$ cat src/hw/rtl/nmfe_pkg.sv
`timescale 1ns / 1ps

package nmfe_pkg;

	// Default sizes of the mailbox table.
	localparam int DEF_NUM_BOXES  = 16;
	localparam int DEF_BOX_DEPTH  = 8;
	localparam int DEF_MSG_BYTES  = 8;
	localparam int DEF_NAME_BYTES = 8;
	localparam int DEF_MAX_USERS  = 255;

	// Operation codes.
	localparam logic [1:0] OP_OPEN  = 2'd0;
	localparam logic [1:0] OP_CLOSE = 2'd1;
	localparam logic [1:0] OP_SEND  = 2'd2;
	localparam logic [1:0] OP_RECV  = 2'd3;

	// Status codes.
	localparam logic [2:0] ST_OK         = 3'd0;
	localparam logic [2:0] ST_FULL       = 3'd1;
	localparam logic [2:0] ST_EMPTY      = 3'd2;
	localparam logic [2:0] ST_TABLE_FULL = 3'd3;
	localparam logic [2:0] ST_EMPTY_NAME = 3'd4;
	localparam logic [2:0] ST_NOT_OPEN   = 3'd5;

	// Commands from the controller to the datapath.
	typedef struct packed {
		logic load;
		logic scan;
		logic exec;
		logic finish;
	} ctrl_cmd_t;

	// Status from the datapath to the controller.
	typedef struct packed {
		logic need_scan;
		logic scan_hit;
		logic scan_last;
	} dp_stat_t;

	// Keep the low name bytes up to, but not including, the first zero byte.
	function automatic logic [63:0] tidy_name(input logic [63:0] v, input int nbytes);
		logic [63:0] r;
		logic        live;
		r    = '0;
		live = 1'b1;
		for (int i = 0; i < 8; i++) begin
			if (live && (i < nbytes) && (v[8*i +: 8] != 8'd0)) begin
				r[8*i +: 8] = v[8*i +: 8];
			end else begin
				live = 1'b0;
			end
		end
		return r;
	endfunction

endpackage

$ cat src/hw/rtl/nmfe_ctrl.sv
`timescale 1ns / 1ps

module nmfe_ctrl import nmfe_pkg::*; (
	input  logic       clk,
	input  logic       arst_n,
	input  logic       start,
	input  dp_stat_t   stat,
	output ctrl_cmd_t  cmd,
	output logic       busy,
	output logic       done
);

	localparam logic [1:0] S_IDLE = 2'd0;
	localparam logic [1:0] S_SCAN = 2'd1;
	localparam logic [1:0] S_EXEC = 2'd2;
	localparam logic [1:0] S_FIN  = 2'd3;

	logic [1:0] state_q;
	logic [1:0] state_d;
	logic       done_q;

	// Next state: an open with a usable name scans the table first.
	always_comb begin
		state_d = state_q;
		unique case (state_q)
			S_IDLE: begin
				if (start) begin
					state_d = stat.need_scan ? S_SCAN : S_EXEC;
				end
			end
			S_SCAN: begin
				if (stat.scan_hit || stat.scan_last) begin
					state_d = S_EXEC;
				end
			end
			S_EXEC: state_d = S_FIN;
			S_FIN:  state_d = S_IDLE;
			default: state_d = S_IDLE;
		endcase
	end

	always_ff @(posedge clk or negedge arst_n) begin
		if (!arst_n) begin
			state_q <= S_IDLE;
			done_q  <= 1'b0;
		end else begin
			state_q <= state_d;
			done_q  <= (state_q == S_FIN);
		end
	end

	// Commands to the datapath.
	always_comb begin
		cmd.load   = (state_q == S_IDLE) && start;
		cmd.scan   = (state_q == S_SCAN);
		cmd.exec   = (state_q == S_EXEC);
		cmd.finish = (state_q == S_FIN);
	end

	assign busy = (state_q != S_IDLE);
	assign done = done_q;

endmodule

$ cat config.mk
export PLATFORM = sky130hd
export DESIGN_NAME = nmfe_ctrl
export DESIGN_NICKNAME = d
export VERILOG_FILES = /design/src/hw/rtl/nmfe_pkg.sv /design/src/hw/rtl/nmfe_ctrl.sv
export SDC_FILE = /design/constraint.sdc
export NUM_CORES = 1
export LEC_CHECK = 0
export ABC_AREA = 1
export BUFFER_PORTS_ARGS = -buffer_cell sky130_fd_sc_hd__buf_4
export CAP_MARGIN = 20
export CELL_PAD_IN_SITES_DETAIL_PLACEMENT = 1
export CELL_PAD_IN_SITES_GLOBAL_PLACEMENT = 1
export CORE_AREA = 4 4 41 43
export DETAILED_ROUTE_END_ITERATION = 7
export DIE_AREA = 0 0 45 47
export PLACE_DENSITY = 0.47
export SLEW_MARGIN = 40
export SYNTH_ARGS = -nofsm -noshare
export SYNTH_HDL_FRONTEND = slang
export SYNTH_SLANG_ARGS = --single-unit
export TNS_END_PERCENT = 20
$ cat constraint.sdc
create_clock -name clk -period 1.8 [get_ports clk]
set_clock_uncertainty 0.2 [all_clocks]
set_input_delay 0.54 -clock clk [delete_from_list [all_inputs] [get_ports clk]]
set_output_delay 0.54 -clock clk [all_outputs]
set_load 0.01 [all_outputs]
==> impl_metrics.toml, run 1 <==
[outcome]
status = "finished clean"

[global_route]
grt_pass1_wl_um = 1040
grt_pass1_vias = 277
antenna_found_initial = 0
track_usage_pct = 6.72
overflow = 0
grt_max_degree = 4

[floorplan]
std_cell_rows = 13
die_w_um = 45
start_util_pct = 18.1
fp.dieH_um = 47
ios = 12
core_um2 = 1300
dieArea_um2 = 2120

[route]
routed_via_density = 3.87
dr_total_vias = 259
ant_nets = 0
dr.pass1.iters = 1
initialDrtViolationCount = 0
drc = 0
route.detailed.wl_per_inst_um = 9.09
wl_um = 609

[logic_synthesis]
ys_top_cells_by_area = "dfrtp_1 32%, ha_1 27%, nand2_1 19%, inv_1 11%, nand2_2 5.3%"
syn_nets = 43
ys_types = 7
netlist.area_leader.share_pct = 31.9
syn_area_per_cell_um2 = 7.35
synth_cells = 32
ys_seq_elements = 3
yosys_warnings = 0
yosysSeqAreaShare_pct = 31.9
yosysTopAreaCell = "dfrtp_1"
mappedNetlistArea_um2 = 235

[hold_path]
hp-class = "flop to flop"

[timing]
tightest_slew_ns = 0.132
worst_slack_ns = 0.00190
slew_violations = 0
rsz0062_at_grt = "true"
finalSetupViolCount = 0
hold_viol = 0
period_minus_slack_ns = 1.80
relSlewSlack_pct = 91.2
period_share_pct = 99.9
fmax_mhz = 556

[layout]
finalNetCount = 64
drive_gt1_share_pct = 53.8
syn2layout_area_growth_pct = 94.7
design_area_um2 = 458
instances_no_fill = 67
antenna_cells = 0

[clock_tree]
numCtsBuffers = 3
cts_buffer_depth = 2
root_buffer = "clkbuf_4"
clk_latency_ns = 0.22
h-tree-depth = 1
clock_sinks = 3
clk_pin_slew_ns = 0.03
cts_tree = "built"

[critical_path]
path_max_fanout = 3
max_stage_delay_ns = 0.39
critical-path-top-delay-family = "flip-flops"
startpoint_type = "flop"
end_kind = "output pin"
cp.arrival_ns = 1.06
crit_path_cell_trace = "buf_6 > ha_2 > buf_4"
worst-path-buf-inv = 2
worstPathRequired_ns = 1.06
critPathSlowestCell = "dfrtp_1"
criticalPathCategory = "flop to output pin"

[power_and_ir_drop]
total_power_uw = 737
p_leak_uw = 0.000252
ir_worst_vdd_uv = 422
p_per_area_nw_per_um2 = 1610

[placed_design]
numPortBuffers = 11
gp_congestion = 0.721
dp_slack_ns = 0.164
dp.cells = 60
hpwl_um = 492
place_area_um2 = 352

[job]
maxCapViolations = 0
[worst register-to-register path, delay by kind of cell (launching register included)]
| family | cells | cell delay, ns |
|---|---|---|
| adder cells (fa/ha/maj) | 1 | 0.18 |
| AND/OR/NAND/NOR | 4 | 0.22 |
| buffers and inverters | 3 | 0.27 |
| flip-flops | 1 | 0.39 |
[cells in the mapped netlist (all sizes together)]
| master | number |
|---|---|
| ha | 5 |
| inv | 7 |
| nand2 | 14 |
| nand3 | 2 |
| nor2 | 1 |
| dfrtp | 3 |
[cells in the final DEF, fill, tap and decap left out]
cell	instances
nand2_1	11
buf_4	9
buf_6	6
inv_1	4
inv_2	3
nand2_2	3
clkbuf_4	3
dfrtp_1	3
nand3_1	2
ha_4	2
ha_2	2
nor2_1	1
ha_1	1
clkbuf_1	1
dlygate4sd3_1	1
[layout make-up]
type	count	area (um^2)
Sequential cell	3	75.1
Fill cell	159	843
Timing Repair Buffer	16	145
Inverter	7	26.3
Clock buffer	4	26.3
Tap cell	15	18.8
Multi-Input combinational cell	22	166
[flip-flops by register name, summed over array words and instances (netlist names)]
name / flops
state_q: 2
done: 1
[path summary, 6_finish.rpt]
kind                                 start    endpoint  slack [ns]  cells past startpoint
worst max-delay path            state_q[1]      cmd[1]       0.002                      3
worst min register to register  state_q[0]  state_q[0]        0.42                      3
worst max register to register  state_q[0]  state_q[1]        0.43                      8
max in group asynchronous           arst_n  state_q[0]        0.86                      2
min in group asynchronous           arst_n        done        0.44                      2
worst min-delay path            state_q[0]  state_q[0]        0.42                      3
[stage by stage]
stage	TNS, ns	hold WS [ns]	utilization, %
final	0	0.420	35.2
after global routing	-0.104	0.438	35.2
after CTS	-0.0140	0.411	32.5
after detailed placement	0	0.130	27.0
after global placement	0	0.129	27.0
after floorplan	0	0.0444	-
[report_power, final]
group          switching, uW  internal, uW
registers               19.0          97.5
logic                    238           270
clock network           30.8          82.8
[per-layer routing]
metal  vias up  wire, um  track usage (%)
met1       120       262             9.13
met5         -         0                0
met4         0         0             3.51
met2         7       312             10.2
li1        132         -                -
met3         0        34             1.15
[cell families after synthesis]
family / count (synthesis) / share of synthesized area (%)
adders and majority gates: 5 / 26.6
buffers and inverters: 7 / 11.2
DFF: 3 / 31.9
and+or+nand+nor: 17 / 30.3
[repair_timing]
action | CTS | global route
pin swaps | 0 | 2
resized for setup | 11 | 5
hold buffers | 1 | 0
endpoints found under the hold margin | 3 | 0
gates cloned | 0 | 0
setup endpoints to repair | 5 | 5
setup buffers | 0 | 2
(Power assumes the default switching activity.)
==> run 2, diff against run 1 <==
Settings changed: SETUP_SLACK_MARGIN from default to 0.02.
==> run 2 against run 1 <==
The flow now finishes with violations (setup timing). Wire length is 0.82% higher. Sequential cell count unchanged. Utilization rose by 2.6 points. Highest routed layer unchanged. Final area up 7.4%.
==> impl_metrics.toml, run 2 (synthesized netlist as in run 1, its figures left out) <==
[power_and_ir_drop]
total_power_uw = 807
ir_worst_vdd_uv = 385
p_leak_uw = 0.000265
p_per_area_nw_per_um2 = 1640

[timing]
fmax_mhz = 555
relSlewSlack_pct = 91.6
worst_slack_ns = -0.000922
hold_slack_ns = 0.424
period_minus_slack_ns = 1.80
tightest_slew_ns = 0.126
rsz0062_at_grt = "true"
slew_violations = 0
hold_viol = 0
period_share_pct = 100
finalSetupViolCount = 1

[layout]
drive_gt1_share_pct = 54.7
regMostFlops = "state_q"
largest_reg_flops = 2
antenna_cells = 0
layout_commonest_cell = "nand2_1"
finalNetCount = 65
design_area_um2 = 492
syn2layout_area_growth_pct = 109
most-common-layout-cells = "11 x nand2_1, 8 x buf_4, 7 x buf_6, 4 x inv_1"

[clock_tree]
clk_pin_slew_ns = 0.03
h-tree-depth = 1
cts_tree = "built"
cts_buffer_depth = 2
numCtsBuffers = 3
root_buffer = "clkbuf_4"
clock_sinks = 3
clk_latency_ns = 0.22

[global_route]
grt_pass1_vias = 280
overflow = 0
track_usage_pct = 7.12
antenna_found_initial = 0
grt_pass1_wl_um = 1080
grt_max_degree = 4

[route]
initialDrtViolationCount = 0
dr_total_vias = 261
ant_nets = 0
drc = 0
dr.pass1.iters = 1
route.detailed.wl_per_inst_um = 9.03
wl_um = 614
routed_via_density = 3.84

[floorplan]
die_w_um = 45
std_cell_rows = 13
dieArea_um2 = 2120
start_util_pct = 18.1
ios = 12
core_um2 = 1300
fp.dieH_um = 47

[critical_path]
r2r_start = "state_q[0]"
end_kind = "output pin"
crit_path_cell_trace = "inv_2 > ha_4 > nand2_2 > inv_2 > buf_6"
rr_endpoint = "state_q[1]"
criticalPathCategory = "flop to output pin"
critical-path-top-delay-family = "flip-flops"
reg2reg_depth = 8
worstPathRequired_ns = 1.06
cp.arrival_ns = 1.06
max_stage_delay_ns = 0.39
worst-path-buf-inv = 3
startpoint_type = "flop"
path_max_fanout = 3
critPathSlowestCell = "dfrtp_1"
r2r_setup_slack_ns = 0.39
crit_top_cell = "inv_2"

[outcome]
violations = "setup timing"
status = "complete, but fails checks"

[placed_design]
numPortBuffers = 11
place_area_um2 = 352
hpwl_um = 492
gp_congestion = 0.721
dp_slack_ns = 0.164

[hold_path]
hold_start = "state_q[0]"
whs_endpoint = "state_q[0]"
hold_path_depth = 3
hp-class = "flop to flop"

[job]
maxCapViolations = 0
## run 2: cell count changes in the layout (fill, tap and decap cells not counted), sizes merged
cell	delta
buf	+1
## run 2: layout make-up
cell class              count  area [um^2]
repair buffers             17          169
clock buffers               4         26.3
flip-flops and latches      3         75.1
well taps                  15         18.8
multi-input cells          22          176
inverters                   7         26.3
fillers                   157          810
## run 2: metal layers
metal | global-route usage, % | share of wire (%) | vias up | routed length (um)
met5 | 0 | 0 | - | 0
met2 | 11.6 | 52 | 7 | 321
li1 | - | - | 134 | -
met3 | 1.15 | 6.8 | 0 | 42
met4 | 3.51 | 0 | 0 | 0
met1 | 9.13 | 41 | 120 | 251
## run 2: how the worst max path moves through the flow
stage / start / end / slack, ns / cells past startpoint
2_1_floorplan: state_q[0] / cmd[3] / 0.24 / 4
3_3_place_gp: state_q[1] / cmd[3] / 0.19 / 5
3_5_place_dp: state_q[1] / cmd[3] / 0.16 / 5
4_1_cts: state_q[0] / cmd[3] / -0.007 / 5
5_1_grt: state_q[0] / cmd[3] / -0.06 / 5
6_report: state_q[0] / cmd[3] / -0.0009 / 5
## run 2: worst min-delay path: cells and delay by family, from the launching register on
family,cells,cell delay [ns]
flip-flops,1,0.36
buffers and inverters,1,0.13
AND/OR/NAND/NOR,2,0.10
## run 2: metrics by stage
step	instances	setup TNS, ns	util [%]
finish	68	-0.000922	37.8
global route	68	-0.179	37.8
CTS	67	-0.00739	35.3
detailed placement	60	0	27.0
global placement	60	0	27.0
floorplan	32	0	-
## run 2: report_power, final
part | internal (uW) | switching (uW) | leakage, uW
combinational | 318 | 259 | 0.000211
sequential | 97.5 | 19.3 | 0.0000384
clock | 82.8 | 30.8 | 0.0000150
## run 2: repair_timing
action | in CTS | in global routing
pin swaps | 2 | 3
hold buffers | 1 | 0
resized for setup | 15 | 3
endpoints found under the setup margin | 5 | 5
hold endpoints to repair | 3 | 0
setup buffers | 2 | 1
